**src/rtl/eic_pkg.sv**
```systemverilog
package eic_pkg;

  localparam int LINES = 16;
  localparam int PORTS = 4;
  localparam int DATA_W = 16;
  localparam int PIN_W = 64;
  localparam int SEL_W = 4;
  localparam int IRQ_W = 7;
  localparam int MAX_LINES = 16;

  localparam logic [DATA_W-1:0] LINE_MASK = DATA_W'((32'd1 << LINES) - 32'd1);

  typedef enum logic [1:0] {
    MODE_TICK  = 2'd0,
    MODE_WRITE = 2'd1,
    MODE_READ  = 2'd2,
    MODE_NOP   = 2'd3
  } mode_e;

  typedef enum logic [3:0] {
    REG_IMR  = 4'd0,
    REG_EMR  = 4'd1,
    REG_RISE = 4'd2,
    REG_FALL = 4'd3,
    REG_PEND = 4'd4,
    REG_SEL0 = 4'd5,
    REG_SEL1 = 4'd6,
    REG_SEL2 = 4'd7,
    REG_SEL3 = 4'd8
  } reg_e;

  typedef struct packed {
    logic [1:0]        mode;
    logic [3:0]        reg_index;
    logic [DATA_W-1:0] write_data;
    logic [PIN_W-1:0]  pin_levels;
  } in_word_t;

  typedef struct packed {
    logic [DATA_W-1:0] read_data;
    logic [DATA_W-1:0] pending_lines;
    logic [IRQ_W-1:0]  irq_requests;
    logic [DATA_W-1:0] event_pulses;
  } out_word_t;

  typedef struct packed {
    logic             tick;
    logic             sel_we;
    logic [SEL_W-1:0] sel_wdata;
    logic             rise_en;
    logic             fall_en;
  } lane_ctrl_t;

  typedef struct packed {
    logic             hit;
    logic [SEL_W-1:0] sel;
  } lane_stat_t;

  typedef struct packed {
    logic [DATA_W-1:0] imr;
    logic [DATA_W-1:0] emr;
    logic [DATA_W-1:0] rise;
    logic [DATA_W-1:0] fall;
    logic [DATA_W-1:0] pend;
  } regs_t;

  function automatic logic [IRQ_W-1:0] irq_of(input logic [DATA_W-1:0] p);
    logic [IRQ_W-1:0] r;
    r = {|p[15:10], |p[9:5], p[4:0]};
    return r;
  endfunction

endpackage

```
**src/rtl/eic_lane.sv**
```systemverilog
module eic_lane (
  input  logic                          clk_i,
  input  logic                          rst_ni,
  input  eic_pkg::lane_ctrl_t           ctrl_i,
  input  logic [eic_pkg::PORTS-1:0]     pins_i,
  output eic_pkg::lane_stat_t           stat_o
);
  import eic_pkg::*;

  logic [SEL_W-1:0] sel_q, sel_d;
  logic             prev_q, prev_d;
  logic             cur;

  always_comb begin
    cur = 1'b0;
    for (int p = 0; p < PORTS; p++) begin
      if (sel_q == SEL_W'(p)) begin
        cur = pins_i[p];
      end
    end
  end

  assign sel_d  = ctrl_i.sel_we ? ctrl_i.sel_wdata : sel_q;
  assign prev_d = ctrl_i.tick ? cur : prev_q;

  always_ff @(posedge clk_i or negedge rst_ni) begin
    if (!rst_ni) begin
      sel_q  <= '0;
      prev_q <= 1'b0;
    end else begin
      sel_q  <= sel_d;
      prev_q <= prev_d;
    end
  end

  assign stat_o.hit = (cur & ~prev_q & ctrl_i.rise_en) | (~cur & prev_q & ctrl_i.fall_en);
  assign stat_o.sel = sel_q;

endmodule

```
**src/rtl/eic_merge.sv**
```systemverilog
module eic_merge (
  input  eic_pkg::in_word_t                                   word_i,
  input  eic_pkg::regs_t                                      regs_i,
  input  logic [eic_pkg::DATA_W-1:0]                          hits_i,
  input  logic [eic_pkg::MAX_LINES-1:0][eic_pkg::SEL_W-1:0]   sels_i,
  output logic [eic_pkg::DATA_W-1:0]                          pend_next_o,
  output eic_pkg::out_word_t                                  word_o
);
  import eic_pkg::*;

  logic [DATA_W-1:0] rd;
  logic [DATA_W-1:0] ev;
  logic [1:0]        grp;

  assign grp = 2'(word_i.reg_index - REG_SEL0);

  always_comb begin
    pend_next_o = regs_i.pend;
    ev          = '0;
    rd          = '0;
    unique case (word_i.mode)
      MODE_TICK: begin
        pend_next_o = (regs_i.pend | (hits_i & regs_i.imr)) & LINE_MASK;
        ev          = hits_i & regs_i.emr & LINE_MASK;
      end
      MODE_WRITE: begin
        if (word_i.reg_index == REG_PEND) begin
          pend_next_o = regs_i.pend & ~word_i.write_data & LINE_MASK;
        end
      end
      MODE_READ: begin
        unique case (word_i.reg_index)
          REG_IMR:  rd = regs_i.imr;
          REG_EMR:  rd = regs_i.emr;
          REG_RISE: rd = regs_i.rise;
          REG_FALL: rd = regs_i.fall;
          REG_PEND: rd = regs_i.pend;
          REG_SEL0, REG_SEL1, REG_SEL2, REG_SEL3: begin
            for (int k = 0; k < 4; k++) begin
              rd[4*k +: 4] = sels_i[{grp, 2'(k)}];
            end
          end
          default: rd = '0;
        endcase
      end
      default: begin
        pend_next_o = regs_i.pend;
      end
    endcase
  end

  assign word_o.read_data     = rd;
  assign word_o.pending_lines = pend_next_o;
  assign word_o.irq_requests  = irq_of(pend_next_o);
  assign word_o.event_pulses  = ev;

endmodule

```
**src/rtl/external_interrupt_controller_unit.sv**
```systemverilog
// Channel | Direction | Handshake             | Word
// input   | in        | in_valid_i/in_stall_o  | in_word_i (mode, index, data, pins)
// output  | out       | out_valid_o/out_stall_i| out_word_o (read, pending, irq, events)
//
// An accepted word's result is in the output register in the cycle after; a new word is
// accepted every cycle unless a full output stalls; lanes and merge stage are one level.
// Reset clears the control registers, the output valid, the selectors and previous levels.
// A stalled output holds its word and stalls the input only while the register is full.
module external_interrupt_controller_unit (
  input  logic               clk_i,
  input  logic               rst_ni,
  input  logic               in_valid_i,
  output logic               in_stall_o,
  input  eic_pkg::in_word_t  in_word_i,
  output logic               out_valid_o,
  input  logic               out_stall_i,
  output eic_pkg::out_word_t out_word_o
);
  import eic_pkg::*;

  logic              accept;
  logic              tick;
  logic              wr;
  logic [DATA_W-1:0] wd;

  logic [DATA_W-1:0] imr_q, imr_d;
  logic [DATA_W-1:0] emr_q, emr_d;
  logic [DATA_W-1:0] rise_q, rise_d;
  logic [DATA_W-1:0] fall_q, fall_d;
  logic [DATA_W-1:0] pend_q, pend_d;
  logic [DATA_W-1:0] pend_next;

  logic      out_valid_q, out_valid_d;
  out_word_t out_word_q, out_word_d;
  out_word_t merged;
  regs_t     regs;

  lane_ctrl_t [MAX_LINES-1:0]              ctrl;
  lane_stat_t [MAX_LINES-1:0]              stat;
  logic [DATA_W-1:0]                       hits;
  logic [MAX_LINES-1:0][SEL_W-1:0]         sels;

  assign in_stall_o = out_valid_q & out_stall_i;
  assign accept     = in_valid_i & ~in_stall_o;
  assign tick       = accept & (in_word_i.mode == MODE_TICK);
  assign wr         = accept & (in_word_i.mode == MODE_WRITE);
  assign wd         = in_word_i.write_data & LINE_MASK;

  for (genvar i = 0; i < MAX_LINES; i++) begin : g_line
    if (i < LINES) begin : g_lane
      logic [PORTS-1:0] pins;
      for (genvar p = 0; p < PORTS; p++) begin : g_pin
        assign pins[p] = in_word_i.pin_levels[16*p + i];
      end
      assign ctrl[i].tick      = tick;
      assign ctrl[i].sel_we    = wr & (in_word_i.reg_index == 4'(REG_SEL0) + 4'(i / 4));
      assign ctrl[i].sel_wdata = in_word_i.write_data[4*(i % 4) +: 4];
      assign ctrl[i].rise_en   = rise_q[i];
      assign ctrl[i].fall_en   = fall_q[i];

      eic_lane u_lane (
        .clk_i  (clk_i),
        .rst_ni (rst_ni),
        .ctrl_i (ctrl[i]),
        .pins_i (pins),
        .stat_o (stat[i])
      );
    end else begin : g_none
      assign ctrl[i] = '0;
      assign stat[i] = '0;
    end
    assign hits[i] = stat[i].hit & ctrl[i].tick;
    assign sels[i] = stat[i].sel;
  end

  assign regs.imr  = imr_q;
  assign regs.emr  = emr_q;
  assign regs.rise = rise_q;
  assign regs.fall = fall_q;
  assign regs.pend = pend_q;

  eic_merge u_merge (
    .word_i      (in_word_i),
    .regs_i      (regs),
    .hits_i      (hits),
    .sels_i      (sels),
    .pend_next_o (pend_next),
    .word_o      (merged)
  );

  assign imr_d  = (wr && in_word_i.reg_index == REG_IMR) ? wd : imr_q;
  assign emr_d  = (wr && in_word_i.reg_index == REG_EMR) ? wd : emr_q;
  assign rise_d = (wr && in_word_i.reg_index == REG_RISE) ? wd : rise_q;
  assign fall_d = (wr && in_word_i.reg_index == REG_FALL) ? wd : fall_q;
  assign pend_d = accept ? pend_next : pend_q;

  assign out_valid_d = accept | (out_valid_q & out_stall_i);
  assign out_word_d  = accept ? merged : out_word_q;

  always_ff @(posedge clk_i or negedge rst_ni) begin
    if (!rst_ni) begin
      imr_q       <= '0;
      emr_q       <= '0;
      rise_q      <= '0;
      fall_q      <= '0;
      pend_q      <= '0;
      out_valid_q <= 1'b0;
    end else begin
      imr_q       <= imr_d;
      emr_q       <= emr_d;
      rise_q      <= rise_d;
      fall_q      <= fall_d;
      pend_q      <= pend_d;
      out_valid_q <= out_valid_d;
    end
  end

  always_ff @(posedge clk_i) begin
    out_word_q <= out_word_d;
  end

  assign out_valid_o = out_valid_q;
  assign out_word_o  = out_word_q;

endmodule

```
**config.mk**
```make
export PLATFORM = sky130hd
export DESIGN_NAME = external_interrupt_controller_unit
export DESIGN_NICKNAME = d
export VERILOG_FILES = /design/src/rtl/eic_pkg.sv /design/src/rtl/eic_lane.sv /design/src/rtl/eic_merge.sv /design/src/rtl/external_interrupt_controller_unit.sv
export SDC_FILE = /design/constraint.sdc
export NUM_CORES = 1
export LEC_CHECK = 0
export ABC_AREA = 1
export BUFFER_PORTS_ARGS = -buffer_cell sky130_fd_sc_hd__buf_2
export CORE_ASPECT_RATIO = 1.4
export CORE_MARGIN = 4
export CORE_UTILIZATION = 45
export DETAILED_ROUTE_END_ITERATION = 16
export PLACE_DENSITY = 0.74
export SETUP_SLACK_MARGIN = 0.05
export SLEW_MARGIN = 20
export SYNTH_ARGS = -nofsm -noshare
export SYNTH_HDL_FRONTEND = slang
export SYNTH_SLANG_ARGS = --single-unit
```
**constraint.sdc**
```tcl
create_clock -name clk_i -period 3.86 [get_ports clk_i]
set_input_delay 0.772 -clock clk_i [delete_from_list [all_inputs] [get_ports clk_i]]
set_output_delay 0.772 -clock clk_i [all_outputs]
set_load 0.02 [all_outputs]
```
==> flow_summary.json, run 1 <==
{
  "ir_drop_mv": 0.357,
  "grt_pass1_wl_mm": 46.1,
  "setup_viol": 0,
  "final-max-slew-violation-count": 0,
  "via_per_inst": 5.41,
  "dr.pass1.iters": 6,
  "clk_path_buf_depth": 3,
  "place_area_sq_um": 10900,
  "area_growth_pct": 17.0,
  "path_max_fanout": 36,
  "reg2reg_slack_ns": 1.55,
  "cp-end-kind": "flop",
  "holdBufCountCts": 0,
  "synth_compound_area_share_pct": 15.9,
  "num_rows": 64,
  "yosysMostFrequentCell": "nand2_1",
  "synth_cell_type_count": 30,
  "cap_violations": 0,
  "grt_max_degree": 80,
  "fmax_mhz": 389,
  "maxSlewHeadroom_pct": 30.1,
  "tightest_slew_ns": 1.04,
  "synthXorXnorAreaFrac_pct": 0,
  "synthMuxAreaShare_pct": 0,
  "rsz0062_at_grt": "false",
  "fillers": 2098,
  "layoutNonFillerInstCount": 1628,
  "die_area_sq_um": 24500,
  "clk_latency_ns": 0.51,
  "vias": 8812,
  "grt_pass1_vias": 8404,
  "wl_mm": 29.1,
  "cp.required_ns": 4.09,
  "hp-class": "primary input to async pin",
  "gr-usage-all-layers_pct": 23.6,
  "cts.sinks": 211,
  "cts_made_buffers": 22,
  "start_util_pct": 45.6,
  "synth.area.top_cells": "dfrtp_1, edfxtp_1, nand2_1",
  "synth_edf_count": 50,
  "start_kind": "primary input",
  "core_area_sq_um": 21800,
  "r2r_end": "g_line[0].g_lane.u_lane.sel_q[3]$_DFFE_PN0P_",
  "grt-ovfl-total": 0,
  "syn_area_sq_um": 9920,
  "post-route-min-period_ns": 2.57,
  "synthFlopType": "dfrtp_1",
  "yosysSeqAreaShare_pct": 55.7,
  "globalplace.congestion": 0.891,
  "cts_tree": "done",
  "grt_antenna_before_repair": 0,
  "synthArstFlopShare_pct": 76.3,
  "ctsResizeCount": 0,
  "worst_clock_skew_ns": 0.0130,
  "hpwlAfterDp_mm": 21.7,
  "fin_crit_sh_pct": 66.6,
  "drive_above_1_share_pct": 15.4,
  "die_h_um": 184,
  "crit_type": "primary input to flop",
  "power_density_nw_per_um2": 500,
  "worstReg2RegStart": "out_valid_o$_DFF_PN0_",
  "drtAntennaViolNets": 0,
  "drc": 0,
  "synth_top_area_cell": "dfrtp_1",
  "final_nets": 1409,
  "dp.cells": 1588,
  "yosysWarnings": 0,
  "hold_viol": 0,
  "power.leakage_nw": 5.22,
  "synthCells": 1188,
  "wl_per_cell_um": 17.9,
  "final.setup.tns_ns": 0,
  "antenna_cells": 0,
  "netlist_top_cells_count": "nand2_1, o21ai_0, dfrtp_1",
  "synthSimpleGateAreaFrac_pct": 21.0,
  "drt_iter0_drc": 927,
  "root_buffer": "clkbuf_16",
  "design_area_sq_um": 11600,
  "port-buffer-count": 146,
  "synth_nets": 1282,
  "synth_fa_ha_area_share_pct": 0.504,
  "synth_top_family_by_area": "simple AND/OR/NAND/NOR gates",
  "ioPinCount": 147,
  "cts_max_level": 1,
  "synth_top_area_share_pct": 40.6,
  "syn_avg_cell_area_sq_um": 8.35,
  "die_w_um": 134,
  "synth.ff_latch_count": 211,
  "path_clk_slew_ns": 0.06,
  "post-cts-setup-buffers": 0,
  "arrival_ns": 2.81,
  "reg2reg_depth": 7,
  "status": "finished clean"
}
logic make-up after synthesis:
group	Yosys count
buf+inv	170
fa+ha+maj	4
compound gates	298
flops	211
simple gates	505
cell usage in the layout (no fill, tap or decap), drive strengths merged:
cell	n
a211oi	6
a21oi	33
a31oi	4
a41oi	7
buf	157
bufinv	1
clkbuf	33
clkinv	6
dfrtp	161
edfxtp	50
ha	4
inv	116
nand2	340
nand3	68
nand3b	1
nand4	21
nor2	70
nor3	1
o21a	3
o21ai	225
o221ai	3
o22ai	17
or2	4
flip-flops by register name, indices dropped and copies added (netlist names):
signal	flops
g_line.g_lane.u_lane.sel_q	64
emr_q	16
out_valid_o	1
g_line.g_lane.u_lane.prev_q	16
fall_q	16
rise_q	16
imr_q	16
pend_q	16
out_word_o	50
worst max path at each step:
stage	from	to	slack, ns	cells past startpoint
global route	out_valid_o$_DFF_PN0_	g_line[0].g_lane.u_lane.sel_q[2]$_DFFE_PN0P_	1.23	7
finish	in_word_i[80]	out_word_o[51]$_SDFFCE_PP0P_	1.29	9
floorplan	out_stall_i	out_word_o[0]$_SDFFCE_PN0P_	0.88	4
detailed placement	in_word_i[80]	out_word_o[52]$_SDFFCE_PP0P_	0.89	9
global placement	in_word_i[80]	out_word_o[51]$_SDFFCE_PP0P_	0.85	9
CTS	in_word_i[80]	out_word_o[52]$_SDFFCE_PP0P_	1.42	9
power breakdown:
part	internal, mW	total, mW	switching, mW
Sequential	2.57	2.77	0.204
Clock	1.25	2.12	0.864
Combinational	0.304	0.919	0.615
Total	4.12	5.81	1.68
worst max-delay path, stage by stage:
cell and delay (ns):
buf_2 0.10, buf_4 0.23, ha_1 0.25, nand2_1 0.37, inv_1 0.35, nand2_1 0.15, o21ai_0 0.11, a211oi_1 0.34
a21oi_1 0.10
stage by stage:
step / hold WS [ns] / utilization, % / total power, mW / setup slack (ns)
5_1_grt: 0.330 / 53.3 / 6.08 / 1.23
4_1_cts: 0.300 / 53.3 / 5.83 / 1.42
6_report: 0.275 / 53.3 / 5.81 / 1.29
3_3_place_gp: 0.466 / 50.0 / 3.68 / 0.848
2_1_floorplan: 0.453 / - / 3.34 / 0.884
3_5_place_dp: 0.473 / 50.0 / 3.71 / 0.891
layout make-up:
type	instances	area, sq um	area share (%)
repair buffers	157	832	7.16
clock buffers	33	664	5.72
clock inverters	7	57.6	0.496
well taps	297	372	3.20
multi-input cells	807	3720	32.0
flip-flops and latches	211	5530	47.6
inverters	116	438	3.77
metal layers:
layer,routed length [um],track usage [%],vias to the layer above
met4,1080,8.56,0
met5,0,0,-
met2,14000,39.2,370
met3,2160,3.92,64
met1,11900,31.4,4180
li1,-,-,4198
No activity file was read; power rests on OpenSTA's default activity.
==> inputs of run 2 (changes only) <==
Settings changed: PLACE_DENSITY 0.74 to 0.77.
Clock period 3.86 ns to 2.34 ns, I/O delays scaled along.
==> flow_summary.json, run 2 (synthesis gave the netlist of run 1 again) <==
{
  "start_kind": "flop",
  "whs_ns": 0.204,
  "whs_path_depth": 2,
  "p_sw_share_pct": 29.2,
  "grt_max_degree": 80,
  "cp-end-kind": "flop",
  "hold_viol": 0,
  "combinationalPowerShare_pct": 16.6,
  "multi_input_area_sq_um": 3720,
  "reg2reg_depth": 7,
  "core_area_sq_um": 21800,
  "cap_violations": 0,
  "final_nets": 1431,
  "crit_buf_inv": 2,
  "via_per_inst": 5.41,
  "dp.cells": 1611,
  "arrival_ns": 2.09,
  "cts_tree": "done",
  "crit_family": "buffers and inverters",
  "die_w_um": 134,
  "cp_num_cells": 7,
  "ctsResizeCount": 0,
  "layout_setup_ws_ns": 0.583,
  "maxSlewHeadroom_pct": 49.8,
  "die_h_um": 184,
  "power.leakage_nw": 5.31,
  "drc": 0,
  "crit_type": "flop to flop",
  "tightest_slew_ns": 0.752,
  "drtAntennaViolNets": 0,
  "cp_slowest_cell": "dfrtp_1",
  "cts.sinks": 211,
  "final_cell_mix": "nand2_1, o21ai_0, dfrtp_1, buf_2, inv_1",
  "gr-usage-all-layers_pct": 23.4,
  "p_sw_mw": 2.71,
  "grt-ovfl-total": 0,
  "mostFrequentLayoutCell": "nand2_1",
  "post-cts-setup-buffers": 0,
  "seqPwrFrac_pct": 49.1,
  "hp-class": "primary input to flop",
  "wl_mm": 28.9,
  "cts_made_buffers": 20,
  "clk_latency_ns": 0.49,
  "power_density_nw_per_um2": 789,
  "area_growth_pct": 18.5,
  "largest_register": "g_line.g_lane.u_lane.sel_q",
  "ir_drop_mv": 0.463,
  "setup_viol": 0,
  "layoutNonFillerInstCount": 1649,
  "grt_antenna_before_repair": 0,
  "fillers": 2016,
  "cp.required_ns": 2.68,
  "pre_cts_ws_ns": 0.121,
  "dr.pass1.iters": 6,
  "final-max-slew-violation-count": 0,
  "drive_above_1_share_pct": 16.6,
  "root_buffer": "clkbuf_16",
  "grt_pass1_vias": 8409,
  "p_int_mw": 6.58,
  "largest_reg_flops": 64,
  "fmax_mhz": 569,
  "worst_clock_skew_ns": 0.00615,
  "vias": 8920,
  "clkPwrFrac_pct": 34.3,
  "post-route-min-period_ns": 1.76,
  "fin_crit_sh_pct": 75.1,
  "status": "finished clean",
  "num_rows": 64,
  "register_area_sq_um": 5530,
  "start_util_pct": 45.6,
  "globalplace.congestion": 0.949,
  "final.setup.tns_ns": 0,
  "rsz0062_at_grt": "false",
  "hpwlAfterDp_mm": 22.0,
  "grt_pass1_wl_mm": 46.0,
  "clk_path_buf_depth": 3,
  "ioPinCount": 147,
  "cts_max_level": 1,
  "die_area_sq_um": 24500,
  "crit_chain": "nand2_1 > nand2_2 > nor3_4 > buf_12 > inv_1 > nand2_1 > o21ai_0",
  "path_clk_slew_ns": 0.06,
  "wl_per_cell_um": 17.5,
  "fin_util_pct": 54.0,
  "port-buffer-count": 146,
  "drt_iter0_drc": 899,
  "path_max_fanout": 30,
  "slowest_delay_ns": 0.37,
  "path_common_cell": "nand2_1"
}
run 2: path summary, 6_finish.rpt:
| path | end | startpoint | slack [ns] |
|---|---|---|---|
| worst min register to register | rise_q[12]$_DFFE_PN0P_ | rise_q[12]$_DFFE_PN0P_ | 0.48 |
| max in group asynchronous | g_line[10].g_lane.u_lane.sel_q[0]$_DFFE_PN0P_ | rst_ni | 1.23 |
| min in group asynchronous | g_line[4].g_lane.u_lane.sel_q[0]$_DFFE_PN0P_ | rst_ni | 0.43 |
| worst max register to register | g_line[3].g_lane.u_lane.prev_q$_DFFE_PN0P_ | out_valid_o$_DFF_PN0_ | 0.58 |
| worst min-delay path | out_valid_o$_DFF_PN0_ | in_valid_i | 0.20 |
| worst max-delay path | g_line[3].g_lane.u_lane.prev_q$_DFFE_PN0P_ | out_valid_o$_DFF_PN0_ | 0.58 |
run 2: metrics by stage:
step           total power, mW  cell area [sq um]
2_1_floorplan             5.51               9930
3_3_place_gp              6.09              11100
3_5_place_dp              6.14              11100
4_1_cts                   9.31              11800
5_1_grt                   9.72              11800
6_report                  9.29              11800
run 2: per-layer routing:
metal	up-vias	wire [um]	GRT usage, %
met5	-	0	0
met3	64	2220	3.20
met4	0	961	8.11
met2	404	14000	39.1
met1	4194	11700	31.6
li1	4258	-	-
run 2: area by class of cell:
type                    count  area share (%)
diodes                      1          0.0213
well taps                 297            3.16
repair buffers            181            9.05
multi-input cells         807            31.6
clock buffers              28            4.86
clock inverters             8           0.553
inverters                 116            3.72
flip-flops and latches    211            47.0
run 2: repair_timing:
action                     CTS  global route
hold endpoints to repair    33             0
setup endpoints to repair    0             0
hold buffers                 1             0
run 2: power groups by stage:
stage	clock network [mW]	logic [mW]	registers (mW)
CTS	3.22	1.54	4.55
global placement	0	1.48	4.61
finish	3.18	1.54	4.56
global route	3.37	1.75	4.61
floorplan	0	0.910	4.60
detailed placement	0	1.53	4.62
